--- config.mk ---
export PLATFORM = sky130hd
export DESIGN_NAME = chi_queue
export DESIGN_NICKNAME = d
export VERILOG_FILES = /design/src/design/chi_pkg.sv /design/src/design/chi_queue.sv
export SDC_FILE = /design/constraint.sdc
export NUM_CORES = 1
export LEC_CHECK = 0
export BUFFER_PORTS_ARGS = -buffer_cell sky130_fd_sc_hd__buf_2
export CAP_MARGIN = 20
export CORE_MARGIN = 2
export CORE_UTILIZATION = 50
export CTS_CLUSTER_DIAMETER = 30
export DETAILED_ROUTE_END_ITERATION = 16
export PLACE_DENSITY = 0.83
export RECOVER_POWER = 25
export SYNTH_ARGS = -nofsm -noshare
export SYNTH_HDL_FRONTEND = slang
export SYNTH_SLANG_ARGS = --single-unit
--- constraint.sdc ---
create_clock -name clk -period 6 [get_ports clk]
set_input_delay 0.6 -clock clk [delete_from_list [all_inputs] [get_ports clk]]
set_output_delay 0.6 -clock clk [all_outputs]
set_load 0.02 [all_outputs]
--- src/design/chi_pkg.sv ---
`timescale 1ns / 1ps

package chi_pkg;

  // Grid and number formats
  localparam int MAX_POINTS  = 64;
  localparam int FRAC_BITS   = 12;
  localparam int SAMPLE_BITS = 16;
  localparam int IDX_BITS    = 6;
  localparam int CNT_BITS    = 7;
  localparam int OP_BITS     = 2;
  localparam int FRAC_W      = FRAC_BITS + 1;
  localparam int RES_BITS    = 18;
  localparam int MIN_POINTS  = 3;

  localparam logic [FRAC_W-1:0]   ONE_FRAC          = FRAC_W'(1) << FRAC_BITS;
  localparam logic [CNT_BITS-1:0] POINT_COUNT_RESET = CNT_BITS'(MIN_POINTS);

  // Queue depths
  localparam int QUEUE_DEPTH = 4;
  localparam int OUT_DEPTH   = 2;

  // Datapath widths: twice-slope, cubic and quadratic coefficients, Horner partials
  localparam int DS_W     = SAMPLE_BITS + 3;
  localparam int DD_W     = SAMPLE_BITS + 5;
  localparam int C_W      = SAMPLE_BITS + 6;
  localparam int X1_W     = DD_W + FRAC_W + 1;
  localparam int X1_LO_W  = X1_W / 2 + 1;
  localparam int X1_HI_W  = X1_W - X1_LO_W;
  localparam int P1H_W    = X1_HI_W + FRAC_W + 1;
  localparam int P1L_W    = X1_LO_W + FRAC_W;
  localparam int X2_W     = X1_W + FRAC_W + 1;
  localparam int X2_LO_W  = X2_W / 2;
  localparam int X2_HI_W  = X2_W - X2_LO_W;
  localparam int P2H_W    = X2_HI_W + FRAC_W + 1;
  localparam int P2L_W    = X2_LO_W + FRAC_W;
  localparam int X3_W     = RES_BITS + 3 * FRAC_BITS + 1;

  // Operation codes
  localparam logic [OP_BITS-1:0] OP_LOAD_SAMPLE = 2'd0;
  localparam logic [OP_BITS-1:0] OP_LOAD_SLOPE  = 2'd1;
  localparam logic [OP_BITS-1:0] OP_EVALUATE    = 2'd2;

  // Configuration register indexes
  localparam logic REG_POINT_COUNT  = 1'b0;
  localparam logic REG_SLOPE_SOURCE = 1'b1;

  typedef enum logic [1:0] {
    KIND_LOAD_Y = 2'd0,
    KIND_LOAD_S = 2'd1,
    KIND_EVAL   = 2'd2,
    KIND_ERR    = 2'd3
  } kind_t;

  typedef struct packed {
    logic [OP_BITS-1:0]            operation;
    logic [IDX_BITS-1:0]           point_index;
    logic signed [SAMPLE_BITS-1:0] value;
    logic [FRAC_W-1:0]             fraction;
  } in_item_t;

  typedef struct packed {
    logic signed [RES_BITS-1:0] result;
    logic                       status;
  } out_item_t;

  typedef struct packed {
    kind_t                         kind;
    logic [IDX_BITS-1:0]           index;
    logic signed [SAMPLE_BITS-1:0] value;
    logic [FRAC_W-1:0]             frac;
    logic                          first;
    logic                          last;
  } mid_item_t;

  typedef struct packed {
    logic slope_source;
  } cfg_t;

endpackage

--- src/design/chi_queue.sv ---
`timescale 1ns / 1ps

module chi_queue #(
  parameter int WIDTH = 8,
  parameter int DEPTH = chi_pkg::QUEUE_DEPTH
) (
  input  logic             clk,
  input  logic             rst_n,
  input  logic             push_i,
  input  logic [WIDTH-1:0] data_i,
  output logic             full_o,
  input  logic             pop_i,
  output logic [WIDTH-1:0] data_o,
  output logic             empty_o
);

  localparam int PW = (DEPTH > 1) ? $clog2(DEPTH) : 1;
  localparam int CW = $clog2(DEPTH + 1);

  logic [WIDTH-1:0] store_r [DEPTH];
  logic [PW-1:0]    wr_ptr_r, wr_ptr_nxt;
  logic [PW-1:0]    rd_ptr_r, rd_ptr_nxt;
  logic [CW-1:0]    count_r, count_nxt;
  logic             do_push, do_pop;

  assign full_o  = (count_r == CW'(DEPTH));
  assign empty_o = (count_r == '0);
  assign do_push = push_i && !full_o;
  assign do_pop  = pop_i && !empty_o;
  assign data_o  = store_r[rd_ptr_r];

  always_comb begin
    wr_ptr_nxt = wr_ptr_r;
    rd_ptr_nxt = rd_ptr_r;
    count_nxt  = count_r;
    if (do_push) begin
      wr_ptr_nxt = (wr_ptr_r == PW'(DEPTH - 1)) ? '0 : wr_ptr_r + 1'b1;
    end
    if (do_pop) begin
      rd_ptr_nxt = (rd_ptr_r == PW'(DEPTH - 1)) ? '0 : rd_ptr_r + 1'b1;
    end
    if (do_push && !do_pop) begin
      count_nxt = count_r + 1'b1;
    end else if (do_pop && !do_push) begin
      count_nxt = count_r - 1'b1;
    end
  end

  always_ff @(posedge clk) begin
    if (!rst_n) begin
      wr_ptr_r <= '0;
      rd_ptr_r <= '0;
      count_r  <= '0;
    end else begin
      wr_ptr_r <= wr_ptr_nxt;
      rd_ptr_r <= rd_ptr_nxt;
      count_r  <= count_nxt;
    end
  end

  always_ff @(posedge clk) begin
    if (do_push) begin
      store_r[wr_ptr_r] <= data_i;
    end
  end

endmodule

==> impl_metrics.env <==
export IMPL_status="complete, no violations"
export IMPL_diodes=0
export IMPL_required_ps=5400
export IMPL_fill_cells=237
export IMPL_arrival_ps=1790
export IMPL_p_int_mw=0.574
export IMPL_gp_congestion=0.709
export IMPL_ys_types=23
export IMPL_drive_gt1_share_pct=26.3
export IMPL_synthArstFlopShare_pct=0
export IMPL_root_buffer="clkbuf_4"
export IMPL_cts_hold_buf=0
export IMPL_grt_busiest_layer="met2"
export IMPL_nets=136
export IMPL_grt_pass1_wl_um=3870
export IMPL_syn_nets=112
export IMPL_cp_slowest_cell="dfxtp_1"
export IMPL_synthCells=93
export IMPL_cts_setup_buffers=0
export IMPL_coreArea_sq_mm=0.00308
export IMPL_fin_skew_ps=6.45
export IMPL_dpl_cell_area_sq_mm=0.00177
export IMPL_drc=0
export IMPL_fmax_mhz=418
export IMPL_place_hpwl_um=1780
export IMPL_wl_um=2520
export IMPL_die_h_um=61.1
export IMPL_start_kind="register"
export IMPL_post_cts_resize_count=0
export IMPL_area_growth_pct=14.5
export IMPL_timing_rr_start="count_r[1]"
export IMPL_setup_tns_ps=0
export IMPL_max_clock_path_buffers=2
export IMPL_synth_seq_cells=41
export IMPL_r2r_end="count_r[2]"
export IMPL_cts_clk_slew_worst_paths_ps=120
export IMPL_vias_per_cell=5.12
export IMPL_p_sw_share_pct=29.4
export IMPL_chipWidth_um=61.1
export IMPL_grt_use_met1_pct=16.1
export IMPL_ys_flop_type="edfxtp_1"
export IMPL_wl_per_cell_um=15.5
export IMPL_reg2reg_slack_ps=3620
export IMPL_min_period_ps=2390
export IMPL_syn_avg_cell_area_sq_um=17.5
export IMPL_min_to="store_r[0][0]"
export IMPL_path_cells="mux4_2 -> buf_2"
export IMPL_ir_drop_mv=0.260
export IMPL_antenna_found_initial=0
export IMPL_grt_total_usage_pct=16.1
export IMPL_clk_latency_ps=360
export IMPL_cellLeakagePower_nw=0.668
export IMPL_tightest_slew_ps=580
export IMPL_slew_violations=0
export IMPL_finalPower_mw=0.813
export IMPL_vias=830
export IMPL_hp_class="in2reg"
export IMPL_crit_path_max_fanout=8
export IMPL_fin_cells=162
export IMPL_p_sw_mw=0.239
export IMPL_design_area_sq_mm=0.00187
export IMPL_port_buffers=21
export IMPL_pwr_share_comb_pct=25.2
export IMPL_critPathKind="reg2out"
export IMPL_max_slew_margin_pct=61.0
export IMPL_synth_warnings=0
export IMPL_clkPwrFrac_pct=27.1
export IMPL_overflow=0
export IMPL_grt_max_degree=14
export IMPL_finalHoldViolCount=0
export IMPL_hold_path_depth=1
export IMPL_cts_buffers=5
export IMPL_synth_edf_count=32
export IMPL_clock_sinks=41
export IMPL_yosysSeqAreaShare_pct=70.0
export IMPL_firstDrtPassIters=4
export IMPL_cts_htree_levels=2
export IMPL_final_antenna_net_count=0
export IMPL_cts_tree="built"
export IMPL_hp_start="data_i[0]"
export IMPL_dieArea_sq_mm=0.00373
export IMPL_max_cap_violations=0
export IMPL_utilization_pct=60.7
export IMPL_rsz0062_at_grt="false"
export IMPL_grt_pass1_vias=863
export IMPL_pwr_share_seq_pct=47.6
export IMPL_io_pins=22
export IMPL_critPathMaxStageDelay_ps=680
export IMPL_initial_core_util_pct=53.0
export IMPL_period_share_pct=39.9
export IMPL_crit_path_end_kind="output port"
export IMPL_dr_first_iter_drc_count=21
export IMPL_finalSetupViolations=0
export IMPL_grt_util_met3_pct=7.14
export IMPL_rows=20
export IMPL_grt_util_met2_pct=27.8
export IMPL_dp_cells=154
export IMPL_power_density_mw_per_mm2=436
export IMPL_reg2reg_depth=7
export IMPL_netlist_area_sq_mm=0.00163
-- cell type report --
| class | instances | area (sq um) | area share [%] |
|---|---|---|---|
| Timing Repair Buffer | 21 | 96.3 | 5.16 |
| Tap cell | 44 | 55.1 | 2.95 |
| Clock inverter | 3 | 65.1 | 3.49 |
| Multi-Input combinational cell | 45 | 460 | 24.7 |
| Inverter | 3 | 11.3 | 0.603 |
| Clock buffer | 5 | 37.5 | 2.01 |
| Sequential cell | 41 | 1140 | 61.1 |
-- layer usage --
| layer | up-vias | part of all wire (%) |
|---|---|---|
| li1 | 397 | - |
| met1 | 413 | 40 |
| met2 | 15 | 54 |
| met3 | 5 | 4.2 |
| met4 | 0 | 2.0 |
| met5 | - | 0 |
-- how the worst max path moves through the flow --
stage | from | to | slack (ps) | cells past startpoint
after floorplan | push_i | count_r[2] | 3900 | 8
after global placement | push_i | count_r[2] | 3620 | 8
after detailed placement | push_i | count_r[2] | 3520 | 8
after CTS | register | data_o[6] | 3540 | 2
after global routing | count_r[1] | count_r[2] | 3380 | 7
final | register | data_o[5] | 3610 | 2
-- state kept, by name, summed over array words and instances, names as in the netlist, named ones only --
signal / count
store_r: 32
count_r: 3
rd_ptr_r: 2
wr_ptr_r: 2
-- layout by cell type (no fill, tap or decap) --
cell and n:
edfxtp_1 32, nand3_1 2, bufinv_16 2, mux2i_1 3, clkinv_2 1, o31ai_1 1
xor2_1 1, nor2b_1 2, xnor2_1 1, nand2_1 6, fa_1 1, nor2_1 2
a21boi_0 1, mux4_2 8, and2_1 5, buf_2 14, o21ai_0 3, clkbuf_1 7
nor3_1 1, clkbuf_4 5, ha_1 6, nor3b_2 1, inv_1 3, dfxtp_1 9
or3_1 1
-- Yosys cell counts (3+ instances only) --
master     n  area [sq um]
and2_1     5          31.3
dfxtp_1    9           180
edfxtp_1  32           961
ha_1       6          75.1
inv_1      3          11.3
mux2i_1    3          30.0
mux4_2     8           180
nand2_1    6          22.5
o21ai_0    3          15.0
-- metrics by stage --
| stage | worst slack [ps] | hold WS (ps) |
|---|---|---|
| 2_1_floorplan | 3900 | 468 |
| 3_3_place_gp | 3620 | 485 |
| 3_5_place_dp | 3520 | 514 |
| 4_1_cts | 3540 | 437 |
| 5_1_grt | 3380 | 455 |
| 6_report | 3610 | 450 |
-- logic make-up after synthesis --
logic type | Yosys count | synth area share, %
adders and majority gates | 7 | 5.83
AOI/OAI and AO/OA | 5 | 1.84
buffers and inverters | 7 | 1.76
and+or+nand+nor | 20 | 6.60
muxes | 11 | 12.9
DFF | 41 | 70.0
xor gates and xnor gates | 2 | 1.07
-- worst max-delay path: cells and delay by family, from the launching register on --
family	cells	cell delay, ps
mux	1	570
flops	1	680
buf+inv	1	180
-- power by group through the flow --
| stage | Sequential, mW | Clock (mW) | Combinational, mW |
|---|---|---|---|
| floorplan | 0.372 | 0 | 0.168 |
| global placement | 0.391 | 0 | 0.197 |
| detailed placement | 0.396 | 0 | 0.208 |
| CTS | 0.390 | 0.222 | 0.209 |
| global route | 0.396 | 0.230 | 0.226 |
| finish | 0.387 | 0.221 | 0.205 |
Note: power is estimated with default switching activity, not from simulation.
