File: src/design/chi_pkg.sv
`timescale 1ns / 1ps

package chi_pkg;

  // Grid and number formats
  localparam int MAX_POINTS  = 64;
  localparam int FRAC_BITS   = 12;
  localparam int SAMPLE_BITS = 16;
  localparam int IDX_BITS    = 6;
  localparam int CNT_BITS    = 7;
  localparam int OP_BITS     = 2;
  localparam int FRAC_W      = FRAC_BITS + 1;
  localparam int RES_BITS    = 18;
  localparam int MIN_POINTS  = 3;

  localparam logic [FRAC_W-1:0]   ONE_FRAC          = FRAC_W'(1) << FRAC_BITS;
  localparam logic [CNT_BITS-1:0] POINT_COUNT_RESET = CNT_BITS'(MIN_POINTS);

  // Queue depths
  localparam int QUEUE_DEPTH = 4;
  localparam int OUT_DEPTH   = 2;

  // Datapath widths: twice-slope, cubic and quadratic coefficients, Horner partials
  localparam int DS_W     = SAMPLE_BITS + 3;
  localparam int DD_W     = SAMPLE_BITS + 5;
  localparam int C_W      = SAMPLE_BITS + 6;
  localparam int X1_W     = DD_W + FRAC_W + 1;
  localparam int X1_LO_W  = X1_W / 2 + 1;
  localparam int X1_HI_W  = X1_W - X1_LO_W;
  localparam int P1H_W    = X1_HI_W + FRAC_W + 1;
  localparam int P1L_W    = X1_LO_W + FRAC_W;
  localparam int X2_W     = X1_W + FRAC_W + 1;
  localparam int X2_LO_W  = X2_W / 2;
  localparam int X2_HI_W  = X2_W - X2_LO_W;
  localparam int P2H_W    = X2_HI_W + FRAC_W + 1;
  localparam int P2L_W    = X2_LO_W + FRAC_W;
  localparam int X3_W     = RES_BITS + 3 * FRAC_BITS + 1;

  // Operation codes
  localparam logic [OP_BITS-1:0] OP_LOAD_SAMPLE = 2'd0;
  localparam logic [OP_BITS-1:0] OP_LOAD_SLOPE  = 2'd1;
  localparam logic [OP_BITS-1:0] OP_EVALUATE    = 2'd2;

  // Configuration register indexes
  localparam logic REG_POINT_COUNT  = 1'b0;
  localparam logic REG_SLOPE_SOURCE = 1'b1;

  typedef enum logic [1:0] {
    KIND_LOAD_Y = 2'd0,
    KIND_LOAD_S = 2'd1,
    KIND_EVAL   = 2'd2,
    KIND_ERR    = 2'd3
  } kind_t;

  typedef struct packed {
    logic [OP_BITS-1:0]            operation;
    logic [IDX_BITS-1:0]           point_index;
    logic signed [SAMPLE_BITS-1:0] value;
    logic [FRAC_W-1:0]             fraction;
  } in_item_t;

  typedef struct packed {
    logic signed [RES_BITS-1:0] result;
    logic                       status;
  } out_item_t;

  typedef struct packed {
    kind_t                         kind;
    logic [IDX_BITS-1:0]           index;
    logic signed [SAMPLE_BITS-1:0] value;
    logic [FRAC_W-1:0]             frac;
    logic                          first;
    logic                          last;
  } mid_item_t;

  typedef struct packed {
    logic slope_source;
  } cfg_t;

endpackage

File: src/design/chi_front.sv
`timescale 1ns / 1ps

module chi_front (
  input  logic                           clk,
  input  logic                           rst_n,
  input  logic                           in_push_i,
  input  chi_pkg::in_item_t              in_data_i,
  output logic                           in_full_o,
  input  logic                           cfg_valid_i,
  input  logic                           cfg_index_i,
  input  logic [chi_pkg::CNT_BITS-1:0]   cfg_data_i,
  output logic                           cfg_ready_o,
  output chi_pkg::cfg_t                  cfg_o,
  output logic                           mid_push_o,
  output chi_pkg::mid_item_t             mid_data_o,
  input  logic                           mid_full_i
);

  logic [chi_pkg::CNT_BITS-1:0] point_count_r;
  logic                         slope_source_r;
  logic [chi_pkg::CNT_BITS-1:0] n_eff;
  logic [chi_pkg::CNT_BITS-1:0] idx_ext;
  logic                         seg_err;
  logic                         keep;
  chi_pkg::kind_t               kind;

  assign cfg_ready_o        = 1'b1;
  assign cfg_o.slope_source = slope_source_r;
  assign in_full_o          = mid_full_i;

  always_ff @(posedge clk) begin
    if (!rst_n) begin
      point_count_r  <= chi_pkg::POINT_COUNT_RESET;
      slope_source_r <= 1'b0;
    end else if (cfg_valid_i) begin
      unique case (cfg_index_i)
        chi_pkg::REG_POINT_COUNT:  point_count_r  <= cfg_data_i;
        chi_pkg::REG_SLOPE_SOURCE: slope_source_r <= cfg_data_i[0];
      endcase
    end
  end

  // Clamp the point count to the usable grid
  always_comb begin
    priority if (point_count_r < chi_pkg::CNT_BITS'(chi_pkg::MIN_POINTS)) begin
      n_eff = chi_pkg::CNT_BITS'(chi_pkg::MIN_POINTS);
    end else if (point_count_r > chi_pkg::CNT_BITS'(chi_pkg::MAX_POINTS)) begin
      n_eff = chi_pkg::CNT_BITS'(chi_pkg::MAX_POINTS);
    end else begin
      n_eff = point_count_r;
    end
  end

  assign idx_ext = chi_pkg::CNT_BITS'(in_data_i.point_index);
  assign seg_err = (idx_ext + chi_pkg::CNT_BITS'(1)) >= n_eff;

  always_comb begin
    keep = 1'b1;
    kind = chi_pkg::KIND_EVAL;
    unique case (in_data_i.operation)
      chi_pkg::OP_LOAD_SAMPLE: begin
        kind = chi_pkg::KIND_LOAD_Y;
        keep = idx_ext < chi_pkg::CNT_BITS'(chi_pkg::MAX_POINTS);
      end
      chi_pkg::OP_LOAD_SLOPE: begin
        kind = chi_pkg::KIND_LOAD_S;
        keep = idx_ext < chi_pkg::CNT_BITS'(chi_pkg::MAX_POINTS);
      end
      chi_pkg::OP_EVALUATE: begin
        kind = seg_err ? chi_pkg::KIND_ERR : chi_pkg::KIND_EVAL;
      end
      default: begin
        keep = 1'b0;
      end
    endcase
  end

  always_comb begin
    mid_data_o.kind  = kind;
    mid_data_o.index = in_data_i.point_index;
    mid_data_o.value = in_data_i.value;
    mid_data_o.frac  = (in_data_i.fraction > chi_pkg::ONE_FRAC) ? chi_pkg::ONE_FRAC
                                                                : in_data_i.fraction;
    mid_data_o.first = (in_data_i.point_index == '0);
    // segment ends at the last grid point
    mid_data_o.last  = ((idx_ext + chi_pkg::CNT_BITS'(2)) == n_eff);
  end

  // Drop unused operations at the door
  assign mid_push_o = in_push_i && keep && !mid_full_i;

endmodule

File: config.mk
export PLATFORM = sky130hd
export DESIGN_NAME = chi_front
export DESIGN_NICKNAME = d
export VERILOG_FILES = /design/src/design/chi_pkg.sv /design/src/design/chi_front.sv
export SDC_FILE = /design/constraint.sdc
export NUM_CORES = 1
export LEC_CHECK = 0
export BUFFER_PORTS_ARGS = -buffer_cell sky130_fd_sc_hd__buf_2
export CAP_MARGIN = 5
export CORE_MARGIN = 10
export CORE_UTILIZATION = 38
export DETAILED_ROUTE_END_ITERATION = 10
export GPL_TIMING_DRIVEN = 0
export PLACE_DENSITY = 0.8
export SYNTH_ARGS = -nofsm -noshare
export SYNTH_HDL_FRONTEND = slang
export SYNTH_SLANG_ARGS = --single-unit
export TNS_END_PERCENT = 100
File: constraint.sdc
create_clock -name clk -period 2.4 [get_ports clk]
set_input_delay 0.48 -clock clk [delete_from_list [all_inputs] [get_ports clk]]
set_output_delay 0.48 -clock clk [all_outputs]
set_load 0.01 [all_outputs]
==> impl_metrics.json <==
{
  "final.min_clock_period_ns": 2.49,
  "drv_slew": 0,
  "wl_met3_um": 642,
  "start_kind": "input pin",
  "hold_ws_ns": 0.440,
  "fmax_ghz": 0.401,
  "setup_violations": 2,
  "track_usage_pct": 11.1,
  "mostFrequentLayoutCells": "buf_2 (71), buf_4 (32), nand2_1 (22), nor2b_1 (15), ha_1 (8)",
  "cts_max_path_buffers": 2,
  "fp.dieW_um": 73.5,
  "crit_family": "adder cells",
  "synth_top_area_cell": "buf_4",
  "slowest_stage": "ha_1",
  "required_ns": 1.92,
  "ys_warn_count": 0,
  "violations": "setup timing",
  "max_stage_delay_ns": 0.30,
  "cp.arrival_ns": 2.01,
  "drt_iter0_drc": 18,
  "cts_sinks": 8,
  "design_area_um2": 1580,
  "cap_violations": 0,
  "place_ws_ns": -0.313,
  "synth_cells": 147,
  "clk-insertion-delay-late_ns": 0.25,
  "pwr_density_cell_nw_per_um2": 314,
  "rsz0062_at_grt": "true",
  "start_util_pct": 39.4,
  "synth_edf_count": 0,
  "fillers": 287,
  "post-route-period-util_pct": 104,
  "worst-setup-path-type": "input pin to output port",
  "syn_area_um2": 1090,
  "end_kind": "output port",
  "numCtsBuffers": 3,
  "async_flop_share_pct": 0,
  "hold_viol": 0,
  "rows": 19,
  "cts.clk_slew.worst_paths_ns": 0.05,
  "post-synth-top-area-fraction_pct": 18.0,
  "cts_tree": "done",
  "dpl_cell_area_um2": 1490,
  "h-tree-depth": 1,
  "holdCritPathClass": "input pin to flip-flop",
  "finalWeightedCongestion": 0.801,
  "final_common_cell": "buf_2",
  "top_layer_used": "met4",
  "path_cells": "buf_2 -> ha_2 -> xor2_1 -> ha_1 -> nand2_1 -> o21ai_1 -> a21oi_1 -> o21a_1 -> o21ai_1 -> buf_2",
  "cts_root_buffer": "clkbuf_4",
  "synth_area_leaders": "buf_4 (18%), dfxtp_1 (15%), ha_1 (12%)",
  "hpwl_um": 2950,
  "antenna_left": 0,
  "fin_ws_ns": -0.0925,
  "fp.dieH_um": 73.5,
  "drc_errors": 0,
  "grt_max_degree": 11,
  "grt_pass1_wl_um": 4960,
  "portBuffers": 72,
  "vias_per_cell": 4.56,
  "ys.flop_type": "dfxtp_1",
  "grt_overflow_total": 0,
  "utilization_pct": 57.1,
  "n_antenna_cell": 0,
  "ys_ff_latch": 8,
  "fin_skew_ns": 0,
  "drive_gt1_share_pct": 51.8,
  "antenna_found_initial": 0,
  "wl_met1_um": 1060,
  "wl_um": 3260,
  "ioPinCount": 93,
  "drt-pass1-iter-count": 4,
  "grt_pass1_vias": 1171,
  "post_drt_wl_per_cell_um": 12.7,
  "coreArea_um2": 2760,
  "ir_worst_vdd_mv": 0.336,
  "die_area_um2": 5400,
  "avgSynthCellArea_um2": 7.40,
  "p_leak_nw": 0.823,
  "synth_seq_area_share_pct": 14.7,
  "synth_cell_types": 36,
  "cp_num_buf_inv": 2,
  "num-nets-final": 288,
  "syn_nets": 207,
  "vias": 1172,
  "crit_fanout": 6,
  "status": "complete, but fails checks",
  "area_growth_pct": 44.9,
  "met2WireLength_um": 1490
}
==> stage by stage <==
stage | instances | total power [mW] | setup TNS (ns)
finish | 257 | 0.495 | -0.169
CTS | 257 | 0.502 | -0.213
detailed placement | 250 | 0.384 | -0.615
floorplan | 147 | 0.298 | 0
global route | 257 | 0.534 | -0.520
global placement | 250 | 0.378 | -0.552
==> what timing repair did <==
action | CTS | global route
hold buffers | 0 | 0
endpoints found under the setup margin | 2 | 2
resized for setup | 11 | 1
pin swaps | 3 | 0
gates cloned | 0 | 0
buffers inserted | 4 | 0
==> registers in the layout, indices dropped and copies added, names as in the netlist <==
signal         flops
cfg_o              1
point_count_r      7
==> worst min-delay path, stage by stage <==
cell and delay [ns]:
buf_2 0.07, nand2_1 0.04, nand3_1 0.06
==> cell usage after synthesis, types with 2 or more instances <==
cell type	count
dfxtp_1	8
xnor2_1	5
nand3_1	6
o21ai_0	3
a21oi_1	5
nand4_1	2
o21ai_1	2
a21boi_0	6
inv_1	5
nand2_1	22
nor2_1	5
ha_1	10
buf_4	26
clkbuf_1	3
nand2b_1	3
xor2_1	2
nor2b_1	15
==> power breakdown <==
group / switching (mW) / leakage (nW) / internal (mW)
Combinational: 0.114 / 0.742 / 0.132
Clock: 0.0433 / 0.0138 / 0.0570
Sequential: 0.00757 / 0.0669 / 0.141
==> cell type report <==
type / count / area, um2 / area share (%)
Buffer: 30 / 211 / 13.4
Clock buffer: 3 / 22.5 / 1.43
Inverter: 6 / 22.5 / 1.43
Multi-Input combinational cell: 103 / 721 / 45.8
Sequential cell: 8 / 164 / 10.4
Tap cell: 31 / 38.8 / 2.46
Timing Repair Buffer: 76 / 395 / 25.1
==> metal layers <==
metal | global-route usage, % | vias up
li1 | - | 625
met1 | 9.52 | 477
met2 | 18.5 | 63
met3 | 9.02 | 7
met4 | 4.55 | 0
met5 | 0 | -
==> kinds of logic after synthesis <==
kind of cell / Yosys count / synth area share [%]
simple gates: 59 / 27.8
mux: 1 / 0.921
other cells: 1 / 0.345
fa+ha+maj: 10 / 11.5
xor+xnor: 8 / 7.71
flops: 8 / 14.7
buf+inv: 36 / 21.5
compound gates: 24 / 15.4
==> path summary, 6_finish.rpt <==
path	slack [ns]	start	to	cells past startpoint
worst max-delay path	-0.09	in_data_i[29]	mid_data_o[37]	10
worst min-delay path	0.44	cfg_data_i[1]	point_count_r[1]	3
worst max register to register	1.63	point_count_r[5]	point_count_r[5]	2
worst min register to register	0.46	cfg_o	cfg_o	2
No activity file was read; power rests on OpenSTA's default activity.
